File: src/hw/rtl/mi_pkg.sv
package mi_pkg;

  localparam int unsigned OperandW         = 32;
  localparam int unsigned ModulusW         = 31;
  localparam int unsigned DataWidthDefault = 32;
  // signed coefficient width: every shifted coefficient stays below the modulus in magnitude
  localparam int unsigned CoefW            = 34;
  localparam logic [ModulusW-1:0] ModulusReset = 31'd1000000007;

  typedef struct packed {
    logic load;
    logic align;
    logic reduce;
    logic swap;
    logic fix_neg;
    logic fix_high;
    logic out_load;
  } cmd_t;

  typedef struct packed {
    logic mod_zero;
    logic align_more;
    logic k_zero;
    logic rem_zero;
  } status_t;

endpackage

File: src/hw/rtl/mi_ctrl.sv
module mi_ctrl (
  input  logic            clk_i,
  input  logic            rst_ni,
  input  logic            in_valid_i,
  output logic            in_ready_o,
  output logic            out_valid_o,
  input  logic            out_ready_i,
  input  mi_pkg::status_t status_i,
  output mi_pkg::cmd_t    cmd_o
);
  import mi_pkg::*;

  localparam logic [2:0] S_IDLE   = 3'd0;
  localparam logic [2:0] S_ALIGN  = 3'd1;
  localparam logic [2:0] S_REDUCE = 3'd2;
  localparam logic [2:0] S_SWAP   = 3'd3;
  localparam logic [2:0] S_FIXN   = 3'd4;
  localparam logic [2:0] S_FIXH   = 3'd5;
  localparam logic [2:0] S_DONE   = 3'd6;

  logic [2:0] state_q, state_d;
  logic       out_valid_q, out_valid_d;

  assign in_ready_o  = (state_q == S_IDLE);
  assign out_valid_o = out_valid_q;

  always_comb begin
    state_d = state_q;
    cmd_o   = '0;
    unique case (state_q)
      S_IDLE: begin
        if (in_valid_i) begin
          cmd_o.load = 1'b1;
          state_d    = status_i.mod_zero ? S_FIXN : S_ALIGN;
        end
      end
      S_ALIGN: begin
        // widen the divisor until one more doubling would pass the remainder
        if (status_i.align_more) begin
          cmd_o.align = 1'b1;
        end else begin
          state_d = S_REDUCE;
        end
      end
      S_REDUCE: begin
        cmd_o.reduce = 1'b1;
        if (status_i.k_zero) begin
          state_d = S_SWAP;
        end
      end
      S_SWAP: begin
        cmd_o.swap = 1'b1;
        state_d    = status_i.rem_zero ? S_FIXN : S_ALIGN;
      end
      S_FIXN: begin
        cmd_o.fix_neg = 1'b1;
        state_d       = S_FIXH;
      end
      S_FIXH: begin
        cmd_o.fix_high = 1'b1;
        state_d        = S_DONE;
      end
      S_DONE: begin
        if (!out_valid_q || out_ready_i) begin
          cmd_o.out_load = 1'b1;
          state_d        = S_IDLE;
        end
      end
      default: begin
        state_d = S_IDLE;
      end
    endcase
  end

  always_comb begin
    if (cmd_o.out_load) begin
      out_valid_d = 1'b1;
    end else if (out_ready_i) begin
      out_valid_d = 1'b0;
    end else begin
      out_valid_d = out_valid_q;
    end
  end

  always_ff @(posedge clk_i or negedge rst_ni) begin
    if (!rst_ni) begin
      state_q     <= S_IDLE;
      out_valid_q <= 1'b0;
    end else begin
      state_q     <= state_d;
      out_valid_q <= out_valid_d;
    end
  end

  a_load_leaves_idle: assert property (@(posedge clk_i) disable iff (!rst_ni)
    in_valid_i && in_ready_o |=> state_q == S_ALIGN || state_q == S_FIXN)
    else $error("transaction accepted but controller stayed idle");

  a_result_shown: assert property (@(posedge clk_i) disable iff (!rst_ni)
    cmd_o.out_load |=> out_valid_o)
    else $error("result loaded but not presented");

  a_last_reduce_swaps: assert property (@(posedge clk_i) disable iff (!rst_ni)
    state_q == S_REDUCE && status_i.k_zero |=> state_q == S_SWAP)
    else $error("division did not end in a swap");

endmodule

File: src/hw/rtl/mi_datapath.sv
module mi_datapath #(
  parameter int unsigned DATA_WIDTH = mi_pkg::DataWidthDefault
) (
  input  logic                          clk_i,
  input  logic                          rst_ni,
  input  logic                          cfg_we_i,
  input  logic [mi_pkg::ModulusW-1:0]   cfg_data_i,
  input  logic [mi_pkg::OperandW-1:0]   operand_i,
  input  mi_pkg::cmd_t                  cmd_i,
  output mi_pkg::status_t               status_o,
  output logic [mi_pkg::ModulusW-1:0]   inverse_o,
  output logic                          invertible_o
);
  import mi_pkg::*;

  localparam int unsigned RW = (DATA_WIDTH > OperandW) ? DATA_WIDTH : OperandW;
  localparam int unsigned KW = $clog2(RW);
  localparam logic [RW-1:0] OpMask = {RW{1'b1}} >> (RW - DATA_WIDTH);

  logic [ModulusW-1:0]     modulus_q;
  logic [RW-1:0]           a_q, b_q, d_q;
  logic signed [CoefW-1:0] c0_q, c1_q, e_q;
  logic [KW-1:0]           k_q;
  logic [ModulusW-1:0]     inverse_q;
  logic                    invertible_q;

  logic [RW-1:0]           mod_ext, op_ext, diff;
  logic signed [CoefW-1:0] mod_coef;
  logic                    mod_zero, rem_ge;

  assign mod_ext  = RW'(modulus_q);
  assign mod_coef = $signed(CoefW'(modulus_q));
  assign op_ext   = RW'(operand_i) & OpMask;
  assign mod_zero = (modulus_q == '0);
  assign rem_ge   = (a_q >= d_q);
  assign diff     = a_q - d_q;

  assign status_o.mod_zero   = mod_zero;
  assign status_o.align_more = ({d_q, 1'b0} <= {1'b0, a_q});
  assign status_o.k_zero     = (k_q == '0);
  assign status_o.rem_zero   = (a_q == '0);

  always_ff @(posedge clk_i or negedge rst_ni) begin
    if (!rst_ni) begin
      modulus_q <= ModulusReset;
    end else if (cfg_we_i) begin
      modulus_q <= cfg_data_i;
    end
  end

  // a/b hold the remainder pair, c0/c1 the coefficient pair, d/e the shifted divisor and c1
  always_ff @(posedge clk_i) begin
    if (cmd_i.load) begin
      // first division reduces the operand; c1 of zero keeps c0 untouched there
      a_q  <= mod_zero ? '0 : op_ext;
      b_q  <= mod_ext;
      d_q  <= mod_ext;
      c0_q <= mod_zero ? '0 : CoefW'(1);
      c1_q <= '0;
      e_q  <= '0;
      k_q  <= '0;
    end else if (cmd_i.align) begin
      d_q <= d_q << 1;
      e_q <= e_q <<< 1;
      k_q <= k_q + KW'(1);
    end else if (cmd_i.reduce) begin
      if (rem_ge) begin
        a_q  <= diff;
        c0_q <= c0_q - e_q;
      end
      if (k_q != '0) begin
        d_q <= d_q >> 1;
        e_q <= e_q >>> 1;
        k_q <= k_q - KW'(1);
      end
    end else if (cmd_i.swap) begin
      a_q  <= b_q;
      b_q  <= a_q;
      d_q  <= a_q;
      c0_q <= c1_q;
      c1_q <= c0_q;
      e_q  <= c0_q;
      k_q  <= '0;
    end else if (cmd_i.fix_neg) begin
      if (c0_q < 0) begin
        c0_q <= c0_q + mod_coef;
      end
    end else if (cmd_i.fix_high) begin
      if (c0_q >= mod_coef) begin
        c0_q <= c0_q - mod_coef;
      end
    end
  end

  always_ff @(posedge clk_i) begin
    if (cmd_i.out_load) begin
      inverse_q    <= c0_q[ModulusW-1:0];
      invertible_q <= (a_q == RW'(1));
    end
  end

  assign inverse_o    = inverse_q;
  assign invertible_o = invertible_q;

  a_coef_in_range: assert property (@(posedge clk_i) disable iff (!rst_ni)
    cmd_i.fix_high |=> !c0_q[CoefW-1] && (c0_q < mod_coef || mod_zero))
    else $error("coefficient not reduced below the modulus");

  a_swap_moves_pair: assert property (@(posedge clk_i) disable iff (!rst_ni)
    cmd_i.swap |=> d_q == b_q && e_q == c1_q && k_q == '0)
    else $error("divisor copy out of step with remainder pair");

endmodule

File: src/hw/rtl/modular_inverse_unit.sv
// Modular inverse by the extended Euclidean algorithm. Each operand transaction gives one
// result: the Bezout coefficient reduced into 0 .. modulus-1, and a flag that is set when the
// gcd of operand and modulus is one (when clear, the coefficient is still given). Only the low
// DATA_WIDTH bits of the operand are used. The modulus register is written through cfg_we_i;
// the user must write it only while the unit is idle, as the unit itself does not enforce
// this. It resets to 1000000007; a modulus of zero gives 0 with the flag clear. One operand
// is processed at a time by a shift-and-subtract divider that also updates the coefficient.
// Each division lines the divisor up under the remainder, subtracts it bit by bit and then
// swaps the pairs; the first division reduces the operand by the modulus. After the last
// division the coefficient is brought into range and the result is loaded to the output.
// The number of Euclid steps sets how long an operand takes. The next operand is taken
// while a finished result waits at the output.
module modular_inverse_unit #(
  parameter int unsigned DATA_WIDTH = mi_pkg::DataWidthDefault
) (
  input  logic                          clk_i,
  input  logic                          rst_ni,
  input  logic                          cfg_we_i,
  input  logic [mi_pkg::ModulusW-1:0]   cfg_data_i,
  input  logic                          in_valid_i,
  output logic                          in_ready_o,
  input  logic [mi_pkg::OperandW-1:0]   operand_i,
  output logic                          out_valid_o,
  input  logic                          out_ready_i,
  output logic [mi_pkg::ModulusW-1:0]   inverse_o,
  output logic                          invertible_o
);
  import mi_pkg::*;

  cmd_t    cmd;
  status_t status;

  mi_ctrl u_ctrl (
    .clk_i       (clk_i),
    .rst_ni      (rst_ni),
    .in_valid_i  (in_valid_i),
    .in_ready_o  (in_ready_o),
    .out_valid_o (out_valid_o),
    .out_ready_i (out_ready_i),
    .status_i    (status),
    .cmd_o       (cmd)
  );

  mi_datapath #(
    .DATA_WIDTH (DATA_WIDTH)
  ) u_datapath (
    .clk_i        (clk_i),
    .rst_ni       (rst_ni),
    .cfg_we_i     (cfg_we_i),
    .cfg_data_i   (cfg_data_i),
    .operand_i    (operand_i),
    .cmd_i        (cmd),
    .status_o     (status),
    .inverse_o    (inverse_o),
    .invertible_o (invertible_o)
  );

endmodule

File: config.mk
export PLATFORM = sky130hd
export DESIGN_NAME = modular_inverse_unit
export DESIGN_NICKNAME = d
export VERILOG_FILES = /design/src/hw/rtl/mi_pkg.sv /design/src/hw/rtl/mi_ctrl.sv /design/src/hw/rtl/mi_datapath.sv /design/src/hw/rtl/modular_inverse_unit.sv
export SDC_FILE = /design/constraint.sdc
export NUM_CORES = 1
export LEC_CHECK = 0
export BUFFER_PORTS_ARGS = -buffer_cell sky130_fd_sc_hd__buf_2
export CORE_MARGIN = 3
export CORE_UTILIZATION = 30
export DETAILED_ROUTE_END_ITERATION = 12
export MAX_ROUTING_LAYER = met4
export PLACE_DENSITY = 0.54
export SETUP_SLACK_MARGIN = 0.5
export SLEW_MARGIN = 20
export SYNTH_ARGS = -nofsm -noshare
export SYNTH_HDL_FRONTEND = slang
export SYNTH_SLANG_ARGS = --single-unit
File: constraint.sdc
create_clock -name clk_i -period 15.8 [get_ports clk_i]
set_input_delay 0.79 -clock clk_i [delete_from_list [all_inputs] [get_ports clk_i]]
set_output_delay 0.79 -clock clk_i [all_outputs]
set_load 0.01 [all_outputs]
==> impl_metrics.env <==
export IMPL_grt_pass1_wl_um=106000
export IMPL_critPathCaptureType="register"
export IMPL_timing_setup_tns_ns=0
export IMPL_nets=2522
export IMPL_ys_ff_latch=270
export IMPL_gp_congestion=0.946
export IMPL_num_vias=17700
export IMPL_seq_area_frac_synth_pct=37.4
export IMPL_rrSetupSlack_ns=11.37
export IMPL_vdd_drop_max_v=0.0000480
export IMPL_synth_distinct_cells=99
export IMPL_core_um2=63300
export IMPL_cp_max_fo=43
export IMPL_initial_core_util_pct=30.4
export IMPL_crit_path_top_delay_cell="nor2b_1"
export IMPL_synth_async_reset_ratio_pct=13.0
export IMPL_cts_root_buf="clkbuf_16"
export IMPL_yosys_warnings=0
export IMPL_synth_fp_nets=2488
export IMPL_grt_setup_unrepaired="no"
export IMPL_cts_sinks=270
export IMPL_grt_max_degree=71
export IMPL_diodes=0
export IMPL_dpl_hpwl_um=50400
export IMPL_power_density_nw_per_um2=80.6
export IMPL_cp_cell_sequence="nor2b_1 -> nand2_4 -> a31oi_1 -> nor2_4 -> nand3_2 -> buf_4 -> a21boi_0 -> a211o_1"
export IMPL_grt_total_usage_pct=21.0
export IMPL_drc=0
export IMPL_synth_common_cells="nand2_1, a21oi_1, inv_1"
export IMPL_final_cell_area_um2=21700
export IMPL_synth_top_area_cell="edfxtp_1"
export IMPL_hold_path_class="in2async"
export IMPL_fin_crit_ns=4.43
export IMPL_cap_violations=0
export IMPL_portBuffers=101
export IMPL_netlist_area_leader_share_pct=25.0
export IMPL_r2r_cells=8
export IMPL_rr_endpoint="u_datapath.k_q[3]$_SDFFE_PP0P_"
export IMPL_cts_buffers=36
export IMPL_synth_ff_type="edfxtp_1"
export IMPL_cp_required_ns=16.24
export IMPL_drive_gt1_share_pct=10.6
export IMPL_synth_edff_count=160
export IMPL_grt_overflow_total=0
export IMPL_final_core_util_pct=34.3
export IMPL_post_drt_wl_per_cell_um=22.2
export IMPL_maxSlewHeadroom_pct=24.5
export IMPL_clkTransAtPathRegs_ns=0.06
export IMPL_ios=102
export IMPL_fmax_mhz=226
export IMPL_first_global_vias=17400
export IMPL_insertion_delay_ns=0.56
export IMPL_status="finished, final reports clean"
export IMPL_drt_first_pass_iters=6
export IMPL_avgSynthCellArea_um2=8.54
export IMPL_die_w_um=259
export IMPL_fin_crit_sh_pct=28.0
export IMPL_post_cts_resized=0
export IMPL_slew_violations=0
export IMPL_antenna_found_initial=1
export IMPL_synth_area_leaders="edfxtp_1, ha_1, dfxtp_1, nand2_1, a21oi_1"
export IMPL_critPathArrivalTime_ns=4.87
export IMPL_finalSetupViolations=0
export IMPL_clock_skew_ns=0.0175
export IMPL_p_leak_nw=8.90
export IMPL_synth_most_common_cell="nand2_1"
export IMPL_n_fill_cell=6565
export IMPL_crit_type="reg2reg"
export IMPL_worst_slew_pin_slew_ns=1.13
export IMPL_drt_initial_drc_count=1679
export IMPL_via_per_inst=5.60
export IMPL_finalPower_mw=1.75
export IMPL_cp_start_kind="register"
export IMPL_place_area_um2=20500
export IMPL_die_area_um2=67200
export IMPL_synthCells=2255
export IMPL_postCtsSetupBuffers=0
export IMPL_ant_nets=0
export IMPL_slowest_delay_ns=0.80
export IMPL_cts_tree="done"
export IMPL_hold_viol=0
export IMPL_syn_area_um2=19300
export IMPL_r2r_start="u_ctrl.state_q[1]$_DFFE_PN0P_"
export IMPL_hold_buffers=0
export IMPL_syn_to_final_growth_pct=12.9
export IMPL_clockBufferDepth=3
export IMPL_die_height_um=259
export IMPL_htree_levels=2
export IMPL_fp_row_count=92
export IMPL_wirelength_um=70400
==> layout make-up <==
class,instances,area [um2],share of cell area [%]
sequential,270,7200,33.1
clock inverter,12,123,0.564
inverter,173,649,2.99
tap,846,1060,4.87
clock buffer,54,1090,5.03
timing repair buffer,123,673,3.10
multi-input combinational,1685,10900,50.3
==> logic make-up (layout without fill, tap and decap cells) <==
kind of cell               count (synthesis)  in the layout  synth area share [%]
AOI/OAI and AO/OA                        744            744                  25.2
xor gates and xnor gates                  79             79                  3.59
adders and majority gates                165            165                  10.9
buffers and inverters                    300            362                  6.15
DFF                                      270            270                  37.4
muxes                                      9              9                 0.494
and+or+nand+nor                          688            688                  16.2
==> through the flow <==
| stage | cells | setup WS [ns] | hold slack (ns) |
|---|---|---|---|
| after floorplan | 2255 | 10.42 | 0.433 |
| after global placement | 3097 | 11.51 | 0.443 |
| after detailed placement | 3097 | 11.35 | 0.445 |
| after CTS | 3163 | 11.32 | 0.405 |
| after global routing | 3163 | 11.09 | 0.272 |
| final | 3163 | 11.37 | 0.254 |
==> layout by cell type, fill, tap and decap left out, types with 7 or more instances in the layout <==
cell type / netlist / routed
buf_2: 9 / 100
o21ai_0: 170 / 170
clkbuf_1: 100 / 9
o31ai_1: 12 / 12
a211o_1: 9 / 9
o21a_1: 13 / 13
dfstp_2: 16 / 16
dfrtp_1: 19 / 18
a21oi_1: 223 / 223
edfxtp_1: 160 / 160
and2_1: 7 / 7
clkbuf_16: 0 / 39
ha_1: 161 / 161
a22oi_1: 29 / 29
dfxtp_1: 75 / 75
a211oi_1: 11 / 11
o22ai_1: 19 / 19
buf_4: 4 / 23
o2111ai_1: 34 / 34
o21ai_1: 11 / 11
a221oi_1: 29 / 29
nand4_1: 22 / 22
o211ai_1: 9 / 9
nor2_1: 133 / 129
o221ai_1: 11 / 11
xor2_1: 31 / 31
o21bai_1: 22 / 22
nand3_1: 70 / 69
nand2b_1: 17 / 17
nor4_1: 28 / 28
inv_1: 173 / 173
a31oi_1: 16 / 16
a21o_1: 54 / 54
nor2b_1: 22 / 22
xnor2_1: 48 / 48
and3_1: 12 / 10
nand2_1: 317 / 316
nor3_1: 27 / 25
==> state kept, by name, summed over array words and instances, names as in the netlist <==
name	flops
u_datapath.k_q	5
u_datapath.a_q	32
u_datapath.b_q	32
u_datapath.e_q	34
u_ctrl.out_valid_o	1
u_ctrl.state_q	3
u_datapath.d_q	32
u_datapath.c0_q	34
u_datapath.invertible_o	1
u_datapath.inverse_o	31
u_datapath.modulus_q	31
u_datapath.c1_q	34
==> per-layer routing <==
metal  global-route usage, %  vias to the layer above  part of all wire, %
met5                       -                        -                    0
met4                    7.32                        0                  3.4
met3                    2.63                      127                  5.9
met2                    33.1                      644                   46
met1                    27.9                     8633                   45
li1                        -                     8296                    -
==> power breakdown <==
| group | internal (mW) | switching, mW |
|---|---|---|
| sequential | 0.749 | 0.0144 |
| combinational | 0.0533 | 0.0929 |
| clock | 0.499 | 0.343 |
==> critical path, delay by kind of cell, from the launching register on <==
family                 cells  cell delay [ns]
AND/OR/NAND/NOR            4             2.00
AO/OA/AOI/OAI              3             1.21
buffers and inverters      1             0.54
flip-flops                 1             0.52
==> worst max path at each step <==
stage                                       start                        endpoint  slack, ns  cells past startpoint
finish              u_ctrl.state_q[1]$_DFFE_PN0P_  u_datapath.k_q[3]$_SDFFE_PP0P_      11.37                      8
global route        u_ctrl.state_q[1]$_DFFE_PN0P_  u_datapath.k_q[3]$_SDFFE_PP0P_      11.09                      8
CTS                 u_ctrl.state_q[1]$_DFFE_PN0P_  u_datapath.k_q[3]$_SDFFE_PP0P_      11.32                      8
detailed placement  u_ctrl.state_q[1]$_DFFE_PN0P_  u_datapath.k_q[3]$_SDFFE_PP0P_      11.35                      8
global placement    u_ctrl.state_q[1]$_DFFE_PN0P_  u_datapath.k_q[3]$_SDFFE_PP0P_      11.51                      8
floorplan             u_datapath.d_q[0]$_DFFE_PP_    u_datapath.c0_q[0]$_DFFE_PP_      10.42                     12
Note: power is estimated with default switching activity, not from simulation.
